[src/hw/rtl/cs_pkg.sv]
// Shared types and constants for the cluster sphericity block.
// No dependencies; cs_front, cs_back and cluster_sphericity_core import this package.
package cs_pkg;

    localparam int CFG_W  = 13;   // row width register
    localparam int COL_W  = 13;   // column within a row
    localparam int FRAC_W = 8;    // fraction bits of centroid and radius
    localparam int DQ_W   = 22;   // clamped coordinate difference, Q.8
    localparam int SQ_W   = 44;   // sum of two squared differences, Q.16
    localparam int ROOT_W = 22;   // square root of SQ_W bits
    localparam int DIV_W  = 64;   // shared long divider
    localparam int SPH_W  = 24;
    localparam int RAD_W  = 21;
    localparam int CEN_W  = 20;
    localparam int TOT_W  = 11;

    localparam logic [CFG_W-1:0] ROW_WIDTH_RESET = 13'd2048;
    localparam logic [DQ_W-1:0]  DIFF_CLAMP      = 22'h200000;
    localparam logic [FRAC_W-1:0] HALF_PIXEL     = 8'd128;
    localparam logic [14:0]      PI_NUM          = 15'd31415;
    localparam logic [13:0]      PI_DEN          = 14'd10000;
    localparam logic [SPH_W-1:0] SPH_MAX         = 24'hFFFFFF;
    localparam logic [RAD_W-1:0] RAD_MAX         = 21'h1FFFFF;
    localparam logic [CEN_W-1:0] CEN_MAX         = 20'hFFFFF;

    typedef struct packed {
        logic             status;
        logic [TOT_W-1:0] pixel_total;
        logic [CEN_W-1:0] center_row;
        logic [CEN_W-1:0] center_col;
        logic [RAD_W-1:0] max_radius;
        logic [SPH_W-1:0] sphericity;
    } cs_result_t;

endpackage

[src/hw/rtl/cs_divider.sv]
// Restoring divider, one quotient bit per cycle.
// Depends on nothing but its parameters; used by the front and back ends.
module cs_divider #(
    parameter int N_W = 24,
    parameter int D_W = 13
) (
    input  logic           aclk,
    input  logic           aresetn,
    input  logic           start,
    input  logic [N_W-1:0] num,
    input  logic [D_W-1:0] den,
    output logic           done,
    output logic [N_W-1:0] quo,
    output logic [D_W-1:0] rem
);
    localparam int CNT_W = $clog2(N_W + 1);

    logic [N_W-1:0]   num_reg;
    logic [D_W-1:0]   rem_reg;
    logic [D_W-1:0]   den_reg;
    logic [CNT_W-1:0] cnt_reg;
    logic             busy_reg;
    logic             done_reg;
    logic [D_W:0]     partial;
    logic             fits;

    assign partial = {rem_reg, num_reg[N_W-1]};
    assign fits    = partial >= {1'b0, den_reg};

    always_ff @(posedge aclk) begin
        if (!aresetn) begin
            busy_reg <= 1'b0;
            done_reg <= 1'b0;
            cnt_reg  <= '0;
        end else begin
            done_reg <= 1'b0;
            if (start) begin
                busy_reg <= 1'b1;
                cnt_reg  <= CNT_W'(N_W);
            end else if (busy_reg) begin
                cnt_reg <= cnt_reg - 1'b1;
                if (cnt_reg == CNT_W'(1)) begin
                    busy_reg <= 1'b0;
                    done_reg <= 1'b1;
                end
            end
        end
    end

    always_ff @(posedge aclk) begin
        if (start) begin
            num_reg <= num;
            den_reg <= den;
            rem_reg <= '0;
        end else if (busy_reg) begin
            num_reg <= {num_reg[N_W-2:0], fits};
            rem_reg <= fits ? D_W'(partial - {1'b0, den_reg}) : D_W'(partial);
        end
    end

    assign done = done_reg;
    assign quo  = num_reg;
    assign rem  = rem_reg;
endmodule

[src/hw/rtl/cs_front.sv]
// Front end: accepts pixel beats and splits each index into column and row.
// Depends on cs_pkg and cs_divider.
module cs_front
    import cs_pkg::*;
#(
    parameter int INDEX_BITS = 24
) (
    input  logic                  aclk,
    input  logic                  aresetn,
    input  logic                  in_valid,
    output logic                  in_ready,
    input  logic [INDEX_BITS-1:0] in_index,
    input  logic                  in_last,
    input  logic [CFG_W-1:0]      row_width,
    output logic                  out_valid,
    input  logic                  out_ready,
    output logic [COL_W-1:0]      out_col,
    output logic [INDEX_BITS-1:0] out_row,
    output logic                  out_last
);
    localparam logic [1:0] FS_IDLE = 2'd0;
    localparam logic [1:0] FS_DIV  = 2'd1;
    localparam logic [1:0] FS_HOLD = 2'd2;

    logic [1:0]       state_reg;
    logic [1:0]       state_next;
    logic             last_reg;
    logic             accept;
    logic             div_done;
    logic [CFG_W-1:0] width_eff;

    assign in_ready  = state_reg == FS_IDLE;
    assign accept    = in_valid && in_ready;
    assign out_valid = state_reg == FS_HOLD;
    assign out_last  = last_reg;
    // A zero row width behaves as a width of one.
    assign width_eff = (row_width == '0) ? CFG_W'(1) : row_width;

    cs_divider #(
        .N_W(INDEX_BITS),
        .D_W(COL_W)
    ) u_div (
        .aclk   (aclk),
        .aresetn(aresetn),
        .start  (accept),
        .num    (in_index),
        .den    (width_eff),
        .done   (div_done),
        .quo    (out_row),
        .rem    (out_col)
    );

    always_comb begin
        state_next = state_reg;
        unique case (state_reg)
            FS_IDLE: if (accept) state_next = FS_DIV;
            FS_DIV:  if (div_done) state_next = FS_HOLD;
            FS_HOLD: if (out_ready) state_next = FS_IDLE;
            default: state_next = FS_IDLE;
        endcase
    end

    always_ff @(posedge aclk) begin
        if (!aresetn) begin
            state_reg <= FS_IDLE;
        end else begin
            state_reg <= state_next;
        end
    end

    always_ff @(posedge aclk) begin
        if (accept) begin
            last_reg <= in_last;
        end
    end
endmodule

[config.mk]
export PLATFORM = sky130hd
export DESIGN_NAME = cs_front
export DESIGN_NICKNAME = d
export VERILOG_FILES = /design/src/hw/rtl/cs_pkg.sv /design/src/hw/rtl/cs_divider.sv /design/src/hw/rtl/cs_front.sv
export SDC_FILE = /design/constraint.sdc
export NUM_CORES = 1
export LEC_CHECK = 0
export ABC_AREA = 1
export BUFFER_PORTS_ARGS = -buffer_cell sky130_fd_sc_hd__buf_4
export CAP_MARGIN = 20
export CORE_MARGIN = 4
export CORE_UTILIZATION = 35
export DETAILED_ROUTE_END_ITERATION = 16
export GPL_ROUTABILITY_DRIVEN = 0
export PLACE_DENSITY = 0.57
export SYNTH_ARGS = -nofsm -noshare
export SYNTH_HDL_FRONTEND = slang
export SYNTH_HIERARCHICAL = 1
export SYNTH_SLANG_ARGS = --single-unit
[constraint.sdc]
create_clock -name aclk -period 2.25 [get_ports aclk]
set_input_delay 0.3375 -clock aclk [delete_from_list [all_inputs] [get_ports aclk]]
set_output_delay 0.3375 -clock aclk [all_outputs]
set_load 0.01 [all_outputs]
==> run metrics <==
TritonCTS clock tree=built; area fraction of the dominant cell type after synthesis=0.317; number of global-route vias before repair=approximately 3000; Yosys warning count=6; number of nets in the final layout=roughly 600; final setup slack of the worst path=0.155 ns; number of flip-flops under the largest register name=24; effective utilization at floorplan=0.363; average cell area after synthesis=7.75 µm²; die width=109 µm; Tightest Hold Check Type=in2reg; post-route setup TNS=0 ns; commonest non-fill, non-tap cell in the layout=nand2_1; total standard cell area after synthesis=0.00359 mm²; Synth async-reset ratio=0; Sw Share=0.303; RSZ-0062 raised after global routing=false; total DRC errors in the routed layout=0; DR iter-0 viols=around 100; kind of launch point of the worst setup path=flop; P_sw=0.912 mW; clk buf depth=2; fraction of the yosys area taken by sequential cells=0.440; number of maximum-capacitance violations=0; Site Rows=36; commonest cells after routing, fill and taps aside=nand2_1 (165), buf_4 (88), inv_1 (73); Max Transition Viols Final=0; Period minus WS final=2.09 ns; Slew headroom=0.729; cell taking the most area after synthesis=edfxtp_1; ratio of routed vias to standard cells=4.64; status=finished clean; final hold viol count=0; buffer cell driving the clock tree root=clkbuf_8; number of nets with antenna violations after routing=0; top layer in use=met4; Final HPWL DP=6720 µm; Min Hold Slack=0.175 ns; cell-internal power=between 2 and 2.5 mW; kind of end point of the critical path=flop; IO Port Bufs=81; Clk Latency, worst-skew pair=0.34 ns; portion of the clock cycle consumed by the worst path in the final layout=0.931; highest clock rate=477 MHz; total leakage power=2.32 nW; type of the setup path with the least slack=reg2reg; Peak supply drop=0.347 mV; die area=roughly 0.012 mm²; number of antenna violations at the first check in global routing=0; total number of clock tree sinks=60; pre-CTS worst setup slack=0.0878 ns; die height=109 µm; clock skew=0.00986 ns; DR WL/cell=13.0 µm; count of different cell masters after synthesis=38; Slew @ Worst Pin=0.407 ns; routed wire length on met3=1040 µm; largest net degree at the start of global routing=37; total of fill cells in the finished design=1030; Final setup viols=0; number of enable flip-flop cells after synthesis=38; post-CTS setup-driven buffer insertion count=0; amount of wire on met2 after detailed routing=4130 µm; Post-synth top flop=edfxtp_1; ANT cells=0; final standard cell count with taps included and fillers excluded=681; TritonCTS Buffers=9; total vias in the final route=about 3200; instance count of the mapped netlist=464; sequential share of power=0.455; Area Overhead vs Synth=25.8%; total gr overflow=0; CP arrival=about 2.4 ns; ports placed on the boundary=82; first-pass iteration count of the detailed router=4; cell area power density=665 mW/mm²; share of power burned in the clock network=0.320; fraction of layout cells with a size suffix above 1=0.257; Worst EP required=2.53 ns; clock slew seen by the registers of the worst setup and hold paths=0.07 ns; DRT met1 WL=approximately 3600 µm; number of H-tree levels=3; Post-Route WL=8850 µm; global-route wire length before repair=14400 µm; placeable core region=0.00991 mm²; number of storage elements in the synthesis netlist=60; number of placed cells counting well taps=664; Max FO, Critical Path=7; Total Routing Usage GR=0.158; post-layout utilization of the core=0.456; fraction of power consumed by combinational cells=0.226; net count after synthesis=between 500 and 600; Synth area leaders=edfxtp_1 (32%), nand2_1 (17%), dfxtp_1 (12%)
-- what timing repair did --
action	4_1_cts	5_1_grt
resized for setup	0	1
hold endpoints to repair	0	0
setup endpoints to repair	0	3
hold buffers	0	0
-- area by class of cell --
type,instances,area (µm²),area share
well taps,133,166,0.0368
flip-flops and latches,60,1580,0.350
clock inverters,7,67.6,0.0149
multi-input cells,305,1600,0.354
repair buffers,90,692,0.153
clock buffers,9,124,0.0274
inverters,77,289,0.0639
-- synth_stat cells, types with 2 or more instances --
master	number
nand2_1	165
inv_1	73
edfxtp_1	38
nand3_1	27
nor2_1	24
dfxtp_1	22
nand4_1	18
clkbuf_1	16
ha_1	15
nand2_2	8
nand3_2	8
nor2_2	7
a21oi_1	4
buf_2	3
inv_2	3
o21ai_0	3
xnor2_1	3
xor2_1	3
a31oi_1	2
buf_6	2
nand2_4	2
nor2_4	2
-- kinds of logic after synthesis --
kind of cell	share of synthesized area
AOI/OAI and AO/OA	0.0282
xor gates and xnor gates	0.0146
adders and majority gates	0.0578
buffers and inverters	0.117
DFF	0.440
and+or+nand+nor	0.343
-- metal layers --
metal	vias up	GRT usage
met4	0	0.0481
li1	1609	-
met3	10	0.0822
met5	-	0
met1	1420	0.186
met2	122	0.249
-- final timing paths --
kind | cells past startpoint | slack [ns] | start | endpoint
setup / recovery | 13 | 0.16 | u_div/quo[23]$_DFFE_PP_ | u_div/rem[4]$_SDFFE_PP0P_
hold / removal | 1 | 0.17 | row_width[6] | u_div/den_reg[6]$_DFFE_PP_
setup reg to reg | 13 | 0.16 | u_div/quo[23]$_DFFE_PP_ | u_div/rem[4]$_SDFFE_PP0P_
hold reg to reg | 2 | 0.47 | u_div/cnt_reg[4]$_SDFFE_PN0P_ | u_div/cnt_reg[4]$_SDFFE_PN0P_
-- power groups by stage --
stage / combinational, mW / clock (mW) / sequential, mW
floorplan: 0.374 / 0 / 1.42
global placement: 0.673 / 0 / 1.39
detailed placement: 0.683 / 0 / 1.39
CTS: 0.683 / 1.00 / 1.37
global route: 0.758 / 1.06 / 1.38
finish: 0.680 / 0.961 / 1.37
-- critical path, cell delays in order, from the launching register on --
cell	delay, ns
edfxtp_1	0.38
inv_1	0.09
ha_1	0.14
inv_1	0.07
fa_1	0.43
nand2_1	0.10
nand2_1	0.06
nand3_1	0.07
nand2_2	0.08
nand2_4	0.10
nand3_2	0.24
nand2_2	0.14
nand3_2	0.07
o21ai_2	0.05
-- per-stage QoR --
stage | instance area (µm²) | power, mW
final | 4520 | 3.01
after CTS | 4510 | 3.05
after global routing | 4520 | 3.20
after detailed placement | 4320 | 2.07
after global placement | 4320 | 2.06
after floorplan | 3590 | 1.79
Power figures use the tool's default switching activity.
