File: src/hw/rtl/cs_fifo.sv
// Small register queue between the front and back ends.
// Depends on nothing but its parameters.
module cs_fifo #(
    parameter int W     = 38,
    parameter int DEPTH = 2
) (
    input  logic         aclk,
    input  logic         aresetn,
    input  logic         push_valid,
    output logic         push_ready,
    input  logic [W-1:0] push_data,
    output logic         pop_valid,
    input  logic         pop_ready,
    output logic [W-1:0] pop_data
);
    localparam int PTR_W = (DEPTH > 1) ? $clog2(DEPTH) : 1;
    localparam int LVL_W = $clog2(DEPTH + 1);

    logic [W-1:0]     entry_reg [DEPTH];
    logic [PTR_W-1:0] wr_ptr_reg;
    logic [PTR_W-1:0] rd_ptr_reg;
    logic [LVL_W-1:0] level_reg;
    logic             push;
    logic             pop;

    assign push_ready = level_reg != LVL_W'(DEPTH);
    assign pop_valid  = level_reg != '0;
    assign push       = push_valid && push_ready;
    assign pop        = pop_valid && pop_ready;
    assign pop_data   = entry_reg[rd_ptr_reg];

    always_ff @(posedge aclk) begin
        if (!aresetn) begin
            wr_ptr_reg <= '0;
            rd_ptr_reg <= '0;
            level_reg  <= '0;
        end else begin
            if (push) begin
                wr_ptr_reg <= (wr_ptr_reg == PTR_W'(DEPTH - 1)) ? '0 : wr_ptr_reg + 1'b1;
            end
            if (pop) begin
                rd_ptr_reg <= (rd_ptr_reg == PTR_W'(DEPTH - 1)) ? '0 : rd_ptr_reg + 1'b1;
            end
            if (push && !pop) begin
                level_reg <= level_reg + 1'b1;
            end else if (pop && !push) begin
                level_reg <= level_reg - 1'b1;
            end
        end
    end

    always_ff @(posedge aclk) begin
        if (push) begin
            entry_reg[wr_ptr_reg] <= push_data;
        end
    end
endmodule

File: config.mk
export PLATFORM = sky130hd
export DESIGN_NAME = cs_fifo
export DESIGN_NICKNAME = d
export VERILOG_FILES = /design/src/hw/rtl/cs_fifo.sv
export SDC_FILE = /design/constraint.sdc
export NUM_CORES = 1
export LEC_CHECK = 0
export ABC_AREA = 1
export BUFFER_PORTS_ARGS = -buffer_cell sky130_fd_sc_hd__buf_2
export CORE_MARGIN = 8
export CORE_UTILIZATION = 45
export CTS_CLUSTER_DIAMETER = 80
export DETAILED_ROUTE_END_ITERATION = 8
export PLACE_DENSITY = 0.7
export SYNTH_ARGS = -nofsm -noshare
export SYNTH_HDL_FRONTEND = slang
export SYNTH_SLANG_ARGS = --single-unit
File: constraint.sdc
create_clock -name aclk -period 6.9 [get_ports aclk]
set_input_delay 1.035 -clock aclk [delete_from_list [all_inputs] [get_ports aclk]]
set_output_delay 1.035 -clock aclk [all_outputs]
set_load 0.1 [all_outputs]
==> impl_metrics.csv, run 1 <==
group,metric,value,unit
cts,ctsResizeCount,0,
sta,max_clock_freq,312.5,MHz
drt,wire_per_inst,16.16,µm
sta,slew_headroom,0.2423,
cts,clock_insertion_delay_worst_skew,330,ps
logic_synthesis,yosysSeqAreaShare,0.7775,
cells_and_area,nFillCells,555,
logic_synthesis,syn_avg_cell_area,19.77,µm²
drt,drt_iter0_markers,44,
logic_synthesis,ys_warn_count,0,
drt,routed_wl,5284,µm
logic_synthesis,postSynthCellCount,155,
cells_and_area,insertedDiodeCount,0,
critical_path,crit_family,"flip-flops",
logic_synthesis,synth_cell_types,15,
cts,htreeDepth,3,
global_routing,grt_max_degree,39,
sta,skew,5.184,ps
cells_and_area,nets,286,
global_routing,busiest_layer,"met2",
logic_synthesis,synth_nets,198,
placed_design,port_buffers,81,
cts,cts.clk_slew.worst_paths,70,ps
critical_path,worst_ep_required_time,5860,ps
cells_and_area,seq_area,2384,µm²
critical_path,path_cells,"mux2_2 -> buf_2",
logic_synthesis,synth_largest_area_cell,"edfxtp_1",
cells_and_area,drive_gt1_frac,0.5425,
placed_design,place_hpwl,3595,µm
global_routing,grt_usage,0.1125,
critical_path,critPathKind,"flop to output port",
die,die_width,98.52,µm
drt,drtAntennaViolNets,0,
logic_synthesis,ys_top_cells_by_area,"edfxtp_1 (74%), mux2_4 (9.8%), mux2_2 (6.6%)",
global_routing,grt_util_met1,0.1149,
placed_design,gp_congestion,0.6717,
global_routing,use_met3,0.03594,
logic_synthesis,synth_area,3064,µm²
cells_and_area,syn_to_final_growth,22.29,%
logic_synthesis,synth_top_area_share,0.7448,
global_routing,grt_pass1_wl,8369,µm
cts,root_buffer,"clkbuf_8",
drt,drc_errors,0,
critical_path,end_kind,"output port",
drt,vias,1572,
critical_path,critical_path_buf_inv_count,1,
sta,fin_crit,3200,ps
min_path,hold_class,"flop to flop",
critical_path,max_stage_delay,1050,ps
critical_path,slowest_stage,"dfxtp_2",
global_routing,met2_usage,0.1936,
drt,vias_per_cell,4.807,
sta,rsz0062_at_grt,"no",
cts,hold_buffers,0,
cts,clock_sinks,81,
cts,clockBufferDepth,2,
cts,cts_tree,"done",
sta,setup-tns-final,0,ps
global_routing,gr-total-overflow,0,
sta,hold_viol,0,
status,status,"completed",
global_routing,antenna_found_initial,0,
sta,maxSlewViolCount,0,
sta,post-route-period-util,0.4638,
cells_and_area,multiInputGateArea,628.1,µm²
die,ios,82,
cts,postCtsSetupRepairBufs,0,
drt,drt-pass1-iter-count,4,
cells_and_area,final_common_cell,"buf_2",
die,rows,30,
run,max_cap_viol_count,0,
critical_path,cp-start-kind,"flop",
cells_and_area,largest_register_ffs,76,
die,initial_utilization,0.4586,
global_routing,grt_pass1_vias,1689,
die,dieArea,9706,µm²
logic_synthesis,ys_ff_latch,81,
die,core_area,6681,µm²
die,chipHeight,98.52,µm
critical_path,crit_fanout,38,
critical_path,cp.arrival,2170,ps
sta,setup_viol,0,
cts,cts-buffers-inserted,9,
cells_and_area,final_cell_mix,"buf_2 (81), edfxtp_1 (76), mux2_4 (20), mux2_2 (18)",
sta,worst_pin_slew,1134,ps
[Yosys cell counts]
cell type  number
edfxtp_1       76
nand3_1         1
nand4_1         1
dfxtp_1         5
ha_1            1
buf_2           1
inv_1           8
nor2_1          8
nand2_1         9
o21a_1          1
mux2_4         20
buf_6           3
a21oi_1         1
mux2_2         18
o21ai_0         2
[area by class of cell]
cell class | instances | share of cell area
clock inverters | 4 | 0.01836
inverters | 8 | 0.008013
well taps | 80 | 0.02671
clock buffers | 11 | 0.03506
flip-flops and latches | 81 | 0.6361
repair buffers | 81 | 0.1082
multi-input cells | 62 | 0.1676
[logic make-up (layout without fill, tap and decap cells)]
| kind of cell | after synthesis | count (layout) | synth area share |
|---|---|---|---|
| buffers and inverters | 12 | 104 | 0.02246 |
| adders and majority gates | 1 | 1 | 0.004083 |
| and+or+nand+nor | 19 | 19 | 0.02450 |
| DFF | 81 | 81 | 0.7775 |
| muxes | 38 | 38 | 0.1641 |
| AOI/OAI and AO/OA | 4 | 4 | 0.007349 |
[metrics by stage]
stage / util / cell area (µm²) / cells / hold slack (ps) / setup WS, ps
CTS: 0.5609 / 3747 / 327 / 515.4 / 3616
global route: 0.5609 / 3747 / 327 / 552.0 / 3546
floorplan: - / 3064 / 155 / 466.9 / 3518
detailed placement: 0.5309 / 3547 / 312 / 498.2 / 3983
finish: 0.5609 / 3747 / 327 / 511.4 / 3700
global placement: 0.5309 / 3547 / 312 / 483.7 / 3982
[worst paths after layout]
| kind | start | endpoint | slack, ps | cells after the start |
|---|---|---|---|---|
| worst max register to register | level_reg[0] | entry_reg[1][32] | 4900 | 4 |
| worst min-delay path | rd_ptr_reg | rd_ptr_reg | 510 | 2 |
| worst min register to register | rd_ptr_reg | rd_ptr_reg | 510 | 2 |
| worst max-delay path | flop | pop_data[33] | 3700 | 2 |
[routing by layer]
layer  part of all wire  up-vias
met3              0.054       12
met5                  0        -
met2               0.53       46
met4              0.028        0
li1                   -      755
met1               0.39      759
[tightest hold or removal path, stage by stage (launching register included)]
cell and delay, ps:
dfxtp_1 330, nor2_1 60, nor2_1 90
Power of run 1 is left out: the tool's default activity adds up to more than one toggle a clock period on the data nets, which glitch-free logic cannot reach.
==> inputs of run 2 (changes only) <==
ABC_AREA = 0   (was 1)
clock period = 3.2 ns   (was 6.9 ns; I/O delays follow)
==> impl_metrics.csv, run 2 <==
group,metric,value,unit
cts,clock_sinks,81,
sta,worst_pin_slew,915.9,ps
logic_synthesis,syn_avg_cell_area,20.99,µm²
run,max_cap_viol_count,0,
drt,wire_per_inst,17.34,µm
logic_synthesis,synth_nets,185,
critical_path,cp.arrival,1890,ps
logic_synthesis,ys_ff_latch,81,
cts,htreeDepth,3,
logic_synthesis,yosysMostFrequentCell,"edfxtp_1",
cts,clockBufferDepth,2,
sta,slew_headroom,0.3894,
logic_synthesis,synth_area,2980,µm²
cells_and_area,largest_register_ffs,76,
logic_synthesis,postSynthCellCount,142,
placed_design,gp_congestion,0.6655,
sta,maxSlewViolCount,0,
global_routing,antenna_found_initial,0,
placed_design,port_buffers,81,
cts,ctsResizeCount,0,
cells_and_area,insertedDiodeCount,0,
cts,cts-buffers-inserted,9,
drt,drt_iter0_markers,70,
die,initial_utilization,0.4667,
logic_synthesis,synth_cell_types,20,
die,rows,29,
die,core_area,6386,µm²
sta,fin_crit,2367,ps
logic_synthesis,async_reset_ff_frac,0,
drt,drtAntennaViolNets,0,
die,chipHeight,97.38,µm
global_routing,grt_pass1_vias,1709,
drt,drc_errors,0,
logic_synthesis,synth_largest_area_cell,"edfxtp_1",
logic_synthesis,ys_top_cells_by_area,"edfxtp_1 (77%), mux2_2 (14%), dfxtp_1 (3.4%)",
critical_path,end_kind,"output port",
sta,post-route-period-util,0.7398,
global_routing,grt_usage,0.1158,
sta,setup-tns-final,0,ps
sta,max_clock_freq,422.4,MHz
cts,postCtsSetupRepairBufs,0,
cells_and_area,drive_gt1_frac,0.5924,
sta,rsz0062_at_grt,"no",
cells_and_area,final_common_cell,"buf_2",
sta,setup_viol,0,
logic_synthesis,yosysSeqAreaShare,0.7993,
status,status,"completed",
global_routing,gr-total-overflow,0,
cells_and_area,syn_to_final_growth,23.01,%
logic_synthesis,synth_edf_count,76,
drt,vias_per_cell,4.921,
cells_and_area,nets,276,
sta,hold_viol,0,
drt,vias,1550,
critical_path,crit_fanout,18,
logic_synthesis,ys.flop_type,"edfxtp_1",
cts,hold_buffers,0,
cts,cts.clk_slew.worst_paths,80,ps
cells_and_area,final_cell_mix,"buf_2 (81), edfxtp_1 (76), mux2_2 (38), clkbuf_8 (9)",
critical_path,critPathKind,"flop to output port",
die,dieArea,9483,µm²
logic_synthesis,synth_common_cells,"edfxtp_1 (76), mux2_2 (38), dfxtp_1 (5)",
logic_synthesis,ys_warn_count,0,
placed_design,place_hpwl,3715,µm
critical_path,cp-start-kind,"flop",
logic_synthesis,synth_top_area_share,0.7657,
drt,drt-pass1-iter-count,4,
die,die_width,97.38,µm
min_path,hold_class,"input port to flop",
global_routing,grt_max_degree,39,
die,ios,82,
cts,clock_insertion_delay_worst_skew,340,ps
critical_path,worst_ep_required_time,2720,ps
global_routing,grt_pass1_wl,8590,µm
drt,routed_wl,5462,µm
cts,root_buffer,"clkbuf_8",
sta,skew,5.367,ps
cts,cts_tree,"done",
run 2: path summary, 6_finish.rpt:
path                       from                to  slack [ps]  depth (start not counted)
setup / recovery           flop      pop_data[20]         830                          3
hold / removal    push_data[32]  entry_reg[1][32]         320                          1
setup reg to reg   level_reg[0]  entry_reg[1][31]        1410                          2
hold reg to reg    level_reg[1]      level_reg[1]         570                          2
run 2: metal layers:
layer,vias up,wire (µm),global-route usage
li1,732,-,-
met1,750,2374,0.1363
met2,56,2654,0.1831
met3,12,322,0.03770
met4,0,112,0.06294
met5,-,0,0
run 2: layout make-up:
cell class | instances | area (µm²)
Timing Repair Buffer | 84 | 427.9
Sequential cell | 81 | 2384
Clock buffer | 10 | 127.6
Clock inverter | 6 | 58.81
Multi-Input combinational cell | 56 | 568.0
Fill cell | 524 | 2720
Inverter | 1 | 3.754
Tap cell | 77 | 96.34
run 2: critical path, stage by stage, from the launching register on:
cell	delay, ps
dfxtp_2	600
buf_4	290
mux2_2	370
buf_2	300
run 2: stage by stage:
| stage | area (µm²) | hold WS, ps | utilization | std cells | worst slack [ps] |
|---|---|---|---|---|---|
| global route | 3666 | 303.3 | 0.5741 | 315 | 727.3 |
| floorplan | 2980 | 512.4 | - | 142 | 1029 |
| finish | 3666 | 323.5 | 0.5741 | 315 | 832.6 |
| detailed placement | 3480 | 554.2 | 0.5449 | 299 | 1149 |
| CTS | 3666 | 302.7 | 0.5741 | 315 | 777.2 |
| global placement | 3480 | 539.0 | 0.5449 | 299 | 1161 |
run 2: cells by family (layout without fill, tap and decap cells):
family	Yosys count	after routing	synth area share
adder cells (fa/ha/maj)	1	1	0.004197
flip-flops	81	81	0.7993
AO/OA/AOI/OAI	5	5	0.01175
AND/OR/NAND/NOR	9	9	0.02183
XOR/XNOR	3	3	0.008818
buffers and inverters	5	101	0.01049
multiplexers	38	38	0.1436
Power of run 2 is left out for the same reason.
==> inputs of run 3 (changes only) <==
clock period = 2.3 ns   (was 3.2 ns; I/O delays follow)
==> impl_metrics.csv, run 3 (same netlist as run 2, synthesis figures left out) <==
group,metric,value,unit
die,rows,29,
die,initial_utilization,0.4667,
sta,slew_headroom,0.6696,
drt,vias,1561,
cts,ctsResizeCount,0,
min_path,hold_class,"input port to flop",
critical_path,end_kind,"output port",
sta,maxSlewViolCount,0,
placed_design,place_hpwl,3849,µm
cells_and_area,insertedDiodeCount,0,
sta,skew,4.333,ps
die,chipHeight,97.38,µm
cells_and_area,largest_register_ffs,76,
global_routing,gr-total-overflow,0,
run,max_cap_viol_count,0,
cts,postCtsSetupRepairBufs,0,
cells_and_area,layout.cells.non_filler,315,
sta,fin_crit,2035,ps
sta,rsz0062_at_grt,"no",
die,core_area,6386,µm²
placed_design,port_buffers,81,
critical_path,cp-start-kind,"flop",
placed_design,gp_congestion,0.7195,
critical_path,crit_fanout,32,
cells_and_area,final_cell_mix,"edfxtp_1 (76), buf_2 (76), mux2_2 (38), clkbuf_8 (9), buf_12 (7)",
cells_and_area,drive_gt1_frac,0.5882,
drt,drt_iter0_markers,57,
sta,hold_viol,0,
global_routing,grt_max_degree,33,
placed_design,placed_cells,300,
die,ios,82,
drt,wire_per_inst,17.42,µm
global_routing,antenna_found_initial,0,
global_routing,grt_pass1_vias,1774,
drt,vias_per_cell,4.956,
critical_path,worst_ep_required_time,1960,ps
placed_design,post_dp_cell_area,3587,µm²
critical_path,critPathKind,"flop to output port",
cts,clock_sinks,81,
critical_path,cp.arrival,1690,ps
cts,hold_buffers,0,
cts,clockBufferDepth,2,
cells_and_area,nets,277,
sta,fin_ws,264.8,ps
cts,root_buffer,"clkbuf_8",
drt,routed_wl,5487,µm
cts,cts.clk_slew.worst_paths,70,ps
cts,cts-buffers-inserted,9,
placed_design,place_ws,625.1,ps
sta,max_clock_freq,491.4,MHz
cells_and_area,syn_to_final_growth,26.24,%
sta,worst_pin_slew,499.0,ps
die,die_width,97.38,µm
status,status,"completed",
cells_and_area,post-route-cell-area,3762,µm²
sta,post-route-period-util,0.8849,
sta,setup-tns-final,0,ps
global_routing,grt_usage,0.1190,
sta,setup_viol,0,
die,dieArea,9483,µm²
drt,drtAntennaViolNets,0,
cts,clock_insertion_delay_worst_skew,350,ps
drt,drc_errors,0,
cts,cts_tree,"done",
drt,drt-pass1-iter-count,4,
global_routing,grt_pass1_wl,8714,µm
cts,htreeDepth,3,
-- run 3: changes by cell type in the layout (fill, tap and decap cells not counted) --
cell,change
buf_12,+7
buf_2,-5
buf_4,-1
clkinv_1,+1
clkinvlp_4,-2
-- run 3: stage by stage --
step           utilization  hold WS [ps]
3_5_place_dp        0.5617         536.1
4_1_cts             0.5891         165.9
3_3_place_gp        0.5617         532.1
6_report            0.5891         183.9
5_1_grt             0.5891         163.9
2_1_floorplan            -         443.9
-- run 3: layer usage --
layer	up-vias	part of all wire	GRT usage
li1	731	-	-
met1	762	0.38	0.1252
met2	58	0.52	0.1940
met3	10	0.076	0.05121
met4	0	0.020	0.06993
met5	-	0	0
-- run 3: worst paths after layout --
path | startpoint | end | slack [ps] | depth (start not counted)
worst max-delay path | flop | pop_data[25] | 260 | 3
worst min-delay path | push_data[27] | entry_reg[0][27] | 180 | 1
worst max register to register | level_reg[0] | entry_reg[1][28] | 700 | 3
worst min register to register | wr_ptr_reg | wr_ptr_reg | 580 | 2
-- run 3: final cells by class --
type	count	area, µm²
repair buffers	85	535.5
multi-input cells	56	568.0
well taps	77	96.34
clock inverters	5	47.55
clock buffers	10	127.6
inverters	1	3.754
fillers	521	2624
flip-flops and latches	81	2384
-- run 3: worst max-delay path: stages, from the launching register on --
cell and delay (ps):
dfxtp_2 430, buf_12 230, mux2_2 360, buf_2 290
Power of run 3 is left out for the same reason.
